$ cat src/hw/rtl/vgpb_pkg.sv
// ----------------------------------------------------------------------------
// vgpb_pkg
// Types and constants of the voxel placement and bounds block.
// ----------------------------------------------------------------------------
package vgpb_pkg;

  localparam int AXES       = 3;
  localparam int IN_W       = 32;
  localparam int GRID_W     = 24;
  localparam int CFG_IDX_W  = 3;
  localparam int CFG_DATA_W = 32;

  // Register indexes
  localparam logic [CFG_IDX_W-1:0] REG_TARGET_X      = 3'd0;
  localparam logic [CFG_IDX_W-1:0] REG_TARGET_Y      = 3'd1;
  localparam logic [CFG_IDX_W-1:0] REG_TARGET_Z      = 3'd2;
  localparam logic [CFG_IDX_W-1:0] REG_ORIGIN_X      = 3'd3;
  localparam logic [CFG_IDX_W-1:0] REG_ORIGIN_Y      = 3'd4;
  localparam logic [CFG_IDX_W-1:0] REG_ORIGIN_Z      = 3'd5;
  localparam logic [CFG_IDX_W-1:0] REG_FORCE_INVALID = 3'd6;

  // Status codes
  localparam logic [1:0] STATUS_VALID  = 2'd0;
  localparam logic [1:0] STATUS_FORCED = 2'd1;
  localparam logic [1:0] STATUS_FAILED = 2'd2;

  typedef struct packed {
    logic signed [IN_W-1:0] local_x;
    logic signed [IN_W-1:0] local_y;
    logic signed [IN_W-1:0] local_z;
    logic [IN_W-1:0]        voxel_color;
    logic                   final_voxel;
  } in_item_t;

  typedef struct packed {
    logic signed [GRID_W-1:0] grid_x;
    logic signed [GRID_W-1:0] grid_y;
    logic signed [GRID_W-1:0] grid_z;
    logic [IN_W-1:0]          out_color;
    logic [1:0]               status;
    logic signed [GRID_W-1:0] min_x;
    logic signed [GRID_W-1:0] min_y;
    logic signed [GRID_W-1:0] min_z;
    logic signed [GRID_W-1:0] max_x;
    logic signed [GRID_W-1:0] max_y;
    logic signed [GRID_W-1:0] max_z;
    logic                     end_of_set;
  } out_item_t;

  // What one axis lane reports to the merge stage
  typedef struct packed {
    logic                     ok;
    logic signed [GRID_W-1:0] grid;
  } lane_res_t;

endpackage

$ cat src/hw/rtl/vgpb_lane.sv
// ----------------------------------------------------------------------------
// vgpb_lane
// One axis: pivot-shifted fixed-point sum, range and fraction check, grid value.
// ----------------------------------------------------------------------------
module vgpb_lane
  import vgpb_pkg::*;
#(
  parameter int FRACTION_BITS = 8,
  parameter int COORD_WIDTH   = 32
) (
  input  logic signed [IN_W-1:0] target,
  input  logic signed [IN_W-1:0] origin,
  input  logic signed [IN_W-1:0] local_pos,
  output lane_res_t              res
);

  localparam int SUM_W = IN_W + FRACTION_BITS + 2;
  localparam int TOP_W = SUM_W - COORD_WIDTH + 1;

  logic signed [SUM_W-1:0] target_ext;
  logic signed [SUM_W-1:0] origin_ext;
  logic signed [SUM_W-1:0] local_ext;
  logic signed [SUM_W-1:0] sum;
  logic [TOP_W-1:0]        top_bits;
  logic                    range_ok;
  logic                    frac_ok;

  assign target_ext = {{(SUM_W-IN_W){target[IN_W-1]}}, target};
  assign origin_ext = {{(SUM_W-IN_W){origin[IN_W-1]}}, origin};
  assign local_ext  = {{(SUM_W-IN_W-FRACTION_BITS){local_pos[IN_W-1]}}, local_pos,
                       {FRACTION_BITS{1'b0}}};
  assign sum        = target_ext + local_ext - origin_ext;

  // In range when all bits from the coordinate sign bit up agree
  assign top_bits = sum[SUM_W-1:COORD_WIDTH-1];
  assign range_ok = (&top_bits) || (~|top_bits);
  assign frac_ok  = ~|sum[FRACTION_BITS-1:0];

  assign res.ok   = range_ok && frac_ok;
  assign res.grid = sum[FRACTION_BITS+GRID_W-1:FRACTION_BITS];

endmodule

$ cat src/hw/rtl/vgpb_merge.sv
// ----------------------------------------------------------------------------
// vgpb_merge
// Combine the axis lanes: failure tracking, running bounds, result assembly.
// ----------------------------------------------------------------------------
module vgpb_merge
  import vgpb_pkg::*;
(
  input  logic      clk,
  input  logic      rst_n,
  input  logic      accept,
  input  lane_res_t lane_res [AXES],
  input  logic [IN_W-1:0] color,
  input  logic      final_voxel,
  input  logic      force_invalid,
  output out_item_t result
);

  logic                     failed_r, failed_nxt;
  logic                     first_r, first_nxt;
  logic signed [GRID_W-1:0] low_r  [AXES];
  logic signed [GRID_W-1:0] high_r [AXES];
  logic signed [GRID_W-1:0] low_nxt  [AXES];
  logic signed [GRID_W-1:0] high_nxt [AXES];

  logic                     all_ok;
  logic                     failed_upd;
  logic                     first_upd;
  logic signed [GRID_W-1:0] pos      [AXES];
  logic signed [GRID_W-1:0] low_upd  [AXES];
  logic signed [GRID_W-1:0] high_upd [AXES];

  assign all_ok     = lane_res[0].ok && lane_res[1].ok && lane_res[2].ok;
  assign failed_upd = failed_r || !all_ok;

  always_comb begin
    first_upd = first_r;
    for (int a = 0; a < AXES; a++) begin
      pos[a]      = all_ok ? lane_res[a].grid : '0;
      low_upd[a]  = low_r[a];
      high_upd[a] = high_r[a];
      // Freeze bounds once the set has failed
      if (all_ok && !failed_r) begin
        if (first_r || (pos[a] < low_r[a])) begin
          low_upd[a] = pos[a];
        end
        if (first_r || (pos[a] > high_r[a])) begin
          high_upd[a] = pos[a];
        end
      end
    end
    if (all_ok && !failed_r) begin
      first_upd = 1'b0;
    end
  end

  always_comb begin
    result.grid_x     = pos[0];
    result.grid_y     = pos[1];
    result.grid_z     = pos[2];
    result.out_color  = color;
    result.status     = failed_upd ? STATUS_FAILED :
                        (force_invalid ? STATUS_FORCED : STATUS_VALID);
    result.min_x      = low_upd[0];
    result.min_y      = low_upd[1];
    result.min_z      = low_upd[2];
    result.max_x      = high_upd[0];
    result.max_y      = high_upd[1];
    result.max_z      = high_upd[2];
    result.end_of_set = final_voxel;
  end

  always_comb begin
    failed_nxt = failed_r;
    first_nxt  = first_r;
    for (int a = 0; a < AXES; a++) begin
      low_nxt[a]  = low_r[a];
      high_nxt[a] = high_r[a];
    end
    if (accept) begin
      // End of set: start the next set fresh
      if (final_voxel) begin
        failed_nxt = 1'b0;
        first_nxt  = 1'b1;
        for (int a = 0; a < AXES; a++) begin
          low_nxt[a]  = '0;
          high_nxt[a] = '0;
        end
      end else begin
        failed_nxt = failed_upd;
        first_nxt  = first_upd;
        for (int a = 0; a < AXES; a++) begin
          low_nxt[a]  = low_upd[a];
          high_nxt[a] = high_upd[a];
        end
      end
    end
  end

  always_ff @(posedge clk) begin
    if (!rst_n) begin
      failed_r <= 1'b0;
      first_r  <= 1'b1;
      for (int a = 0; a < AXES; a++) begin
        low_r[a]  <= '0;
        high_r[a] <= '0;
      end
    end else begin
      failed_r <= failed_nxt;
      first_r  <= first_nxt;
      for (int a = 0; a < AXES; a++) begin
        low_r[a]  <= low_nxt[a];
        high_r[a] <= high_nxt[a];
      end
    end
  end

endmodule

$ cat src/hw/rtl/voxel_grid_place_bounds.sv
// ----------------------------------------------------------------------------
// voxel_grid_place_bounds
// Place voxels on the world grid and track the bounds of each voxel set.
// ----------------------------------------------------------------------------
// Usage:
//   Write the pivots and force_invalid through the cfg_ port while idle.
//   Voxels enter on in_valid/in_stall, one item per accepting edge; each
//   produces one result item on out_valid/out_stall, in order.
//   Three axis lanes convert the voxel side by side; a merge stage combines
//   them, updates the running bounds and fills the output register.
//   An accepted item's result is written to the output register, or to
//   the skid entry while the output is held. Throughput: one item per
//   cycle while in_stall is low, set by the combinational lane adders and
//   the bounds compare in the merge stage. Stall: a two-entry output
//   (register plus skid entry) takes items after out_stall rises until
//   the skid entry is full, which raises in_stall. Stalled results hold.
//   Reset: pivots and force_invalid clear to zero, both entries empty, the
//   error status clears and the bounds return to zero.
//   Status 2 latches on any failed conversion until the last voxel of the
//   set (final_voxel) has passed.
// ----------------------------------------------------------------------------
module voxel_grid_place_bounds
  import vgpb_pkg::*;
#(
  parameter int FRACTION_BITS = 8,
  parameter int COORD_WIDTH   = 32
) (
  input  logic                  clk,
  input  logic                  rst_n,
  input  logic                  cfg_we,
  input  logic [CFG_IDX_W-1:0]  cfg_index,
  input  logic [CFG_DATA_W-1:0] cfg_wdata,
  input  logic                  in_valid,
  output logic                  in_stall,
  input  in_item_t              in_item,
  output logic                  out_valid,
  input  logic                  out_stall,
  output out_item_t             out_item
);

  logic signed [IN_W-1:0] target_r [AXES];
  logic signed [IN_W-1:0] origin_r [AXES];
  logic                   force_invalid_r;

  logic signed [IN_W-1:0] local_pos [AXES];
  lane_res_t              lane_res  [AXES];
  out_item_t              result;
  logic                   accept;
  logic                   out_take;

  out_item_t out_r, out_nxt;
  out_item_t skid_r, skid_nxt;
  logic      out_valid_r, out_valid_nxt;
  logic      skid_valid_r, skid_valid_nxt;

  // Configuration registers
  always_ff @(posedge clk) begin
    if (!rst_n) begin
      for (int a = 0; a < AXES; a++) begin
        target_r[a] <= '0;
        origin_r[a] <= '0;
      end
      force_invalid_r <= 1'b0;
    end else if (cfg_we) begin
      case (cfg_index)
        REG_TARGET_X:      target_r[0] <= cfg_wdata;
        REG_TARGET_Y:      target_r[1] <= cfg_wdata;
        REG_TARGET_Z:      target_r[2] <= cfg_wdata;
        REG_ORIGIN_X:      origin_r[0] <= cfg_wdata;
        REG_ORIGIN_Y:      origin_r[1] <= cfg_wdata;
        REG_ORIGIN_Z:      origin_r[2] <= cfg_wdata;
        REG_FORCE_INVALID: force_invalid_r <= cfg_wdata[0];
        default: ;
      endcase
    end
  end

  assign local_pos[0] = in_item.local_x;
  assign local_pos[1] = in_item.local_y;
  assign local_pos[2] = in_item.local_z;

  for (genvar a = 0; a < AXES; a++) begin : g_lane
    vgpb_lane #(
      .FRACTION_BITS (FRACTION_BITS),
      .COORD_WIDTH   (COORD_WIDTH)
    ) u_lane (
      .target    (target_r[a]),
      .origin    (origin_r[a]),
      .local_pos (local_pos[a]),
      .res       (lane_res[a])
    );
  end

  assign in_stall = skid_valid_r;
  assign accept   = in_valid && !skid_valid_r;
  assign out_take = out_valid_r && !out_stall;

  vgpb_merge u_merge (
    .clk           (clk),
    .rst_n         (rst_n),
    .accept        (accept),
    .lane_res      (lane_res),
    .color         (in_item.voxel_color),
    .final_voxel   (in_item.final_voxel),
    .force_invalid (force_invalid_r),
    .result        (result)
  );

  // Output register with skid entry
  always_comb begin
    out_nxt        = out_r;
    out_valid_nxt  = out_valid_r;
    skid_nxt       = skid_r;
    skid_valid_nxt = skid_valid_r;
    if (out_take || !out_valid_r) begin
      if (skid_valid_r) begin
        out_nxt        = skid_r;
        out_valid_nxt  = 1'b1;
        skid_valid_nxt = 1'b0;
      end else if (accept) begin
        out_nxt       = result;
        out_valid_nxt = 1'b1;
      end else begin
        out_valid_nxt = 1'b0;
      end
    end else if (accept) begin
      // Park the item while the output is held
      skid_nxt       = result;
      skid_valid_nxt = 1'b1;
    end
  end

  always_ff @(posedge clk) begin
    if (!rst_n) begin
      out_valid_r  <= 1'b0;
      skid_valid_r <= 1'b0;
    end else begin
      out_valid_r  <= out_valid_nxt;
      skid_valid_r <= skid_valid_nxt;
    end
  end

  always_ff @(posedge clk) begin
    out_r  <= out_nxt;
    skid_r <= skid_nxt;
  end

  assign out_valid = out_valid_r;
  assign out_item  = out_r;

endmodule

$ cat config.mk
export PLATFORM = sky130hd
export DESIGN_NAME = voxel_grid_place_bounds
export DESIGN_NICKNAME = d
export VERILOG_FILES = /design/src/hw/rtl/vgpb_pkg.sv /design/src/hw/rtl/vgpb_lane.sv /design/src/hw/rtl/vgpb_merge.sv /design/src/hw/rtl/voxel_grid_place_bounds.sv
export SDC_FILE = /design/constraint.sdc
export NUM_CORES = 2
export LEC_CHECK = 0
export BUFFER_PORTS_ARGS = -buffer_cell sky130_fd_sc_hd__buf_2
export CORE_ASPECT_RATIO = 0.75
export CORE_MARGIN = 4
export CORE_UTILIZATION = 35
export CTS_CLUSTER_DIAMETER = 200
export CTS_CLUSTER_SIZE = 30
export DETAILED_ROUTE_END_ITERATION = 7
export HOLD_SLACK_MARGIN = 0.12
export PLACE_DENSITY = 0.62
export REMOVE_ABC_BUFFERS = 1
export SETUP_SLACK_MARGIN = 0.2
export SYNTH_ARGS = -nofsm -noshare
export SYNTH_HDL_FRONTEND = slang
export SYNTH_SLANG_ARGS = --single-unit
export TNS_END_PERCENT = 100
$ cat constraint.sdc
create_clock -name clk -period 23.2 [get_ports clk]
set_input_delay 2.32 -clock clk [delete_from_list [all_inputs] [get_ports clk]]
set_output_delay 2.32 -clock clk [all_outputs]
set_load 0.01 [all_outputs]
==> run metrics <==
period utilisation layout 56.0%; clock root cell clkbuf_16; Final Util 39.3%; TritonCTS Sinks 843; RSZ-0062 raised after global routing false; Layout Nets 5,426; R2R Path Start origin_r[0][24]$_DFFE_PP_; FFs w/ async S/R, synth 0%; worst slew pin tran 1260 ps; Gate Count Post-Synth 4,543; Post-synth EDFFs 694; flops & latches, synth 843; Sw Ratio 35.5%; crit path DAT 13,440 ps; top_reg_cell synth edfxtp_1; final setup fails 0; Post-Layout Cell Count 6,685; worst reg-to-reg path cell count 29; first-pass iteration count of the detailed router 8; total wire length 152 mm; Area after DPL 51,500 µm²; antenna viol nets, final 0; hold_buf cts 0; initial drt markers 3,453; critical path class in2reg; H-tree depth 2; GP Congestion 0.956; post-synthesis cell type count 89; first-pass GRT wire length 224 mm; capture point of the worst reg-to-reg path out_item[79]$_DFFE_PP_; Die W 433 µm; NetSw 1.29 mW; Setup crit end out_item[79]$_DFFE_PP_; total core area 134,000 µm²; startpoint types input port; Peak VDD IR 45.5 µV; All-Layer GR Usage 20.9%; Worst Setup SP in_item[113]; CTS Buf Count 34; flop-to-flop setup slack 11,740 ps; Layout fillers 13.2k; Worst slew margin 15.7%; number of port buffers 421; Clock Skew 46.8 ps; share of cells above drive strength 1 14.9%; die area 142,000 µm²; vias in the first global route 33.5k; logic gate share of total power 30.9%; Slowest Stage Delay on Critical Path 960 ps; Worst-path clk slew 120 ps; GRT Residual Overflow 0; Residual DRC 0; HPWL after detailed placement 119 mm; clock group share of total power 21.9%; LEAKAGE 21.4 nW; max cap viols 0; I/O pins 422; CP Data Required Time 23,650 ps; FMAX 77.0 MHz; DR vias/cell 5.26; final instance area 52,600 µm²; clk_lat worst skew 660 ps; syn_area_per_cell 10.4 µm²; Placed Cells 6,607; Hold Crit Class reg2reg; final-report max-slew violation count 0; Seq/Total Area, Yosys 50.2%; antenna violations before repair 47; Hold Slack 463 ps; Die Y 327 µm; pwr/cell area 69.3 nW/µm²; Setup TNS 0 ps; status completed; CTS tree built; Initial Util 35.4%; Setup Buffers After CTS 0; Final Hold Fails 0; via count 35.2k; synthesized area 47,400 µm²; Ys Warns 0; Final min period 12,990 ps; worst-path maximum fanout 40; Area growth, synth to finish 10.9%; internal power 2.35 mW; post-CTS sizing 0; # rows 116; power share of the sequential group 47.3%; largest net degree at the start of global routing 80; element type at the critical path end flip-flop; WL/cell 22.8 µm; cell at the slowest stage of the critical path or4_1; Max Buffers Root-to-Sink 3
cell type report:
cell class,instances,area [µm²],share of cell area (%)
Multi-Input combinational cell,2953,20900,39.6
Tap cell,1770,2210,4.21
Sequential cell,843,23800,45.3
Antenna cell,16,40.0,0.0761
Clock buffer,61,1020,1.93
Timing Repair Buffer,472,2490,4.74
Inverter,569,2140,4.06
Clock inverter,1,30.0,0.0571
state kept, by name, indices dropped and copies added (netlist names):
name / cells
u_merge.failed_r: 1
out_valid: 1
out_item: 251
skid_r: 251
origin_r: 96
u_merge.high_r: 72
in_stall: 1
force_invalid_r: 1
u_merge.low_r: 72
u_merge.first_r: 1
target_r: 96
power groups by stage:
stage               clock network (mW)  registers [mW]  logic, mW
finish                           0.796            1.72       1.13
global route                     0.874            1.73       1.22
CTS                              0.820            1.72       1.11
detailed placement                   0            1.76       1.10
global placement                     0            1.76       1.11
floorplan                            0            1.79      0.676
stage by stage:
stage	setup slack [ps]	power [mW]
after detailed placement	9930	2.86
after CTS	10550	3.66
after global routing	9890	3.82
after floorplan	3790	2.46
final	10210	3.64
after global placement	9930	2.87
logic make-up after synthesis:
group / Yosys count / share of synthesized area [%]
DFF: 843 / 50.2
xor gates and xnor gates: 118 / 2.18
AOI/OAI and AO/OA: 918 / 12.8
muxes: 92 / 2.16
buffers and inverters: 747 / 6.06
and+or+nand+nor: 1441 / 14.9
adders and majority gates: 384 / 11.7
cell usage after synthesis, types with 11 or more instances:
cell type | instances | area share [%]
edfxtp_1 | 694 | 44
inv_1 | 568 | 4.5
nand2_1 | 440 | 3.5
nor2_1 | 335 | 2.7
ha_1 | 285 | 7.5
o21ai_0 | 253 | 2.7
a21oi_1 | 203 | 2.1
clkbuf_1 | 154 | 1.2
dfxtp_1 | 149 | 6.3
nand2b_1 | 138 | 1.8
and2_1 | 127 | 1.7
fa_1 | 99 | 4.2
or2_2 | 98 | 1.3
nand4_1 | 89 | 1.2
o31a_1 | 83 | 1.5
mux2_2 | 64 | 1.5
xor2_1 | 60 | 1.1
a21o_1 | 59 | 0.93
xnor2_1 | 58 | 1.1
a31oi_1 | 56 | 0.74
nand3_1 | 52 | 0.55
nor3_1 | 40 | 0.42
o2bb2ai_1 | 39 | 0.72
o21a_1 | 26 | 0.41
a211oi_1 | 24 | 0.38
nor2b_1 | 24 | 0.32
a22o_1 | 23 | 0.42
mux2i_1 | 23 | 0.49
o21ai_2 | 23 | 0.42
o211ai_1 | 21 | 0.33
nor4_1 | 16 | 0.21
o21bai_1 | 16 | 0.25
and3_1 | 14 | 0.18
or3_1 | 13 | 0.17
o31ai_1 | 11 | 0.17
layer usage:
layer	vias to the layer above	track usage (%)	wire length (µm)	share of wire, %
li1	16525	-	-	-
met1	17162	30.4	69600	46
met2	1273	32.4	68000	45
met3	186	3.25	10300	6.8
met4	12	5.97	4420	2.9
met5	-	0	73	0.048
worst min path at each step:
| stage | cells past startpoint | slack [ps] | to | from |
|---|---|---|---|---|
| 2_1_floorplan | 2 | 430 | u_merge.high_r[0][49]$_SDFFE_PN0P_ | u_merge.high_r[0][49]$_SDFFE_PN0P_ |
| 3_3_place_gp | 2 | 430 | u_merge.high_r[0][51]$_SDFFE_PN0P_ | u_merge.high_r[0][51]$_SDFFE_PN0P_ |
| 3_5_place_dp | 2 | 440 | u_merge.high_r[0][51]$_SDFFE_PN0P_ | u_merge.high_r[0][51]$_SDFFE_PN0P_ |
| 4_1_cts | 2 | 470 | u_merge.low_r[0][18]$_SDFFE_PN0P_ | u_merge.low_r[0][18]$_SDFFE_PN0P_ |
| 5_1_grt | 2 | 490 | u_merge.low_r[0][19]$_SDFFE_PN0P_ | u_merge.low_r[0][19]$_SDFFE_PN0P_ |
| 6_report | 2 | 460 | u_merge.low_r[0][37]$_SDFFE_PN0P_ | u_merge.low_r[0][37]$_SDFFE_PN0P_ |
cell usage in the layout, fill, tap and decap left out, types with 12 or more instances in the layout:
| cell type | Yosys | layout |
|---|---|---|
| inv_1 | 568 | 568 |
| dfxtp_1 | 149 | 148 |
| and2_1 | 127 | 127 |
| clkbuf_16 | 0 | 37 |
| nand4_1 | 89 | 89 |
| nand2_1 | 440 | 440 |
| xor2_1 | 60 | 60 |
| buf_2 | 9 | 421 |
| o211ai_1 | 21 | 21 |
| diode_2 | 0 | 16 |
| o21ai_2 | 23 | 25 |
| clkbuf_1 | 154 | 24 |
| a211oi_1 | 24 | 24 |
| or3_1 | 13 | 12 |
| or2_2 | 98 | 98 |
| o21bai_1 | 16 | 16 |
| ha_1 | 285 | 285 |
| nor3_1 | 40 | 39 |
| a31oi_1 | 56 | 56 |
| nor2b_1 | 24 | 24 |
| xnor2_1 | 58 | 58 |
| a21o_1 | 59 | 59 |
| buf_4 | 3 | 50 |
| mux2i_1 | 23 | 22 |
| a22o_1 | 23 | 23 |
| fa_1 | 99 | 99 |
| o21a_1 | 26 | 26 |
| and3_1 | 14 | 14 |
| mux2_2 | 64 | 64 |
| a21oi_1 | 203 | 202 |
| nor2_1 | 335 | 334 |
| nand3_1 | 52 | 52 |
| o21ai_0 | 253 | 249 |
| o2bb2ai_1 | 39 | 39 |
| nand2b_1 | 138 | 138 |
| nor4_1 | 16 | 16 |
| o31a_1 | 83 | 83 |
| edfxtp_1 | 694 | 694 |
worst max-delay path: cells and delay by family:
family	cells	cell delay, ps
muxes	1	100
and+or+nand+nor	15	5770
buffers and inverters	5	950
adders and majority gates	3	1220
AOI/OAI and AO/OA	7	2960
Note: power is estimated with default switching activity, not from simulation.
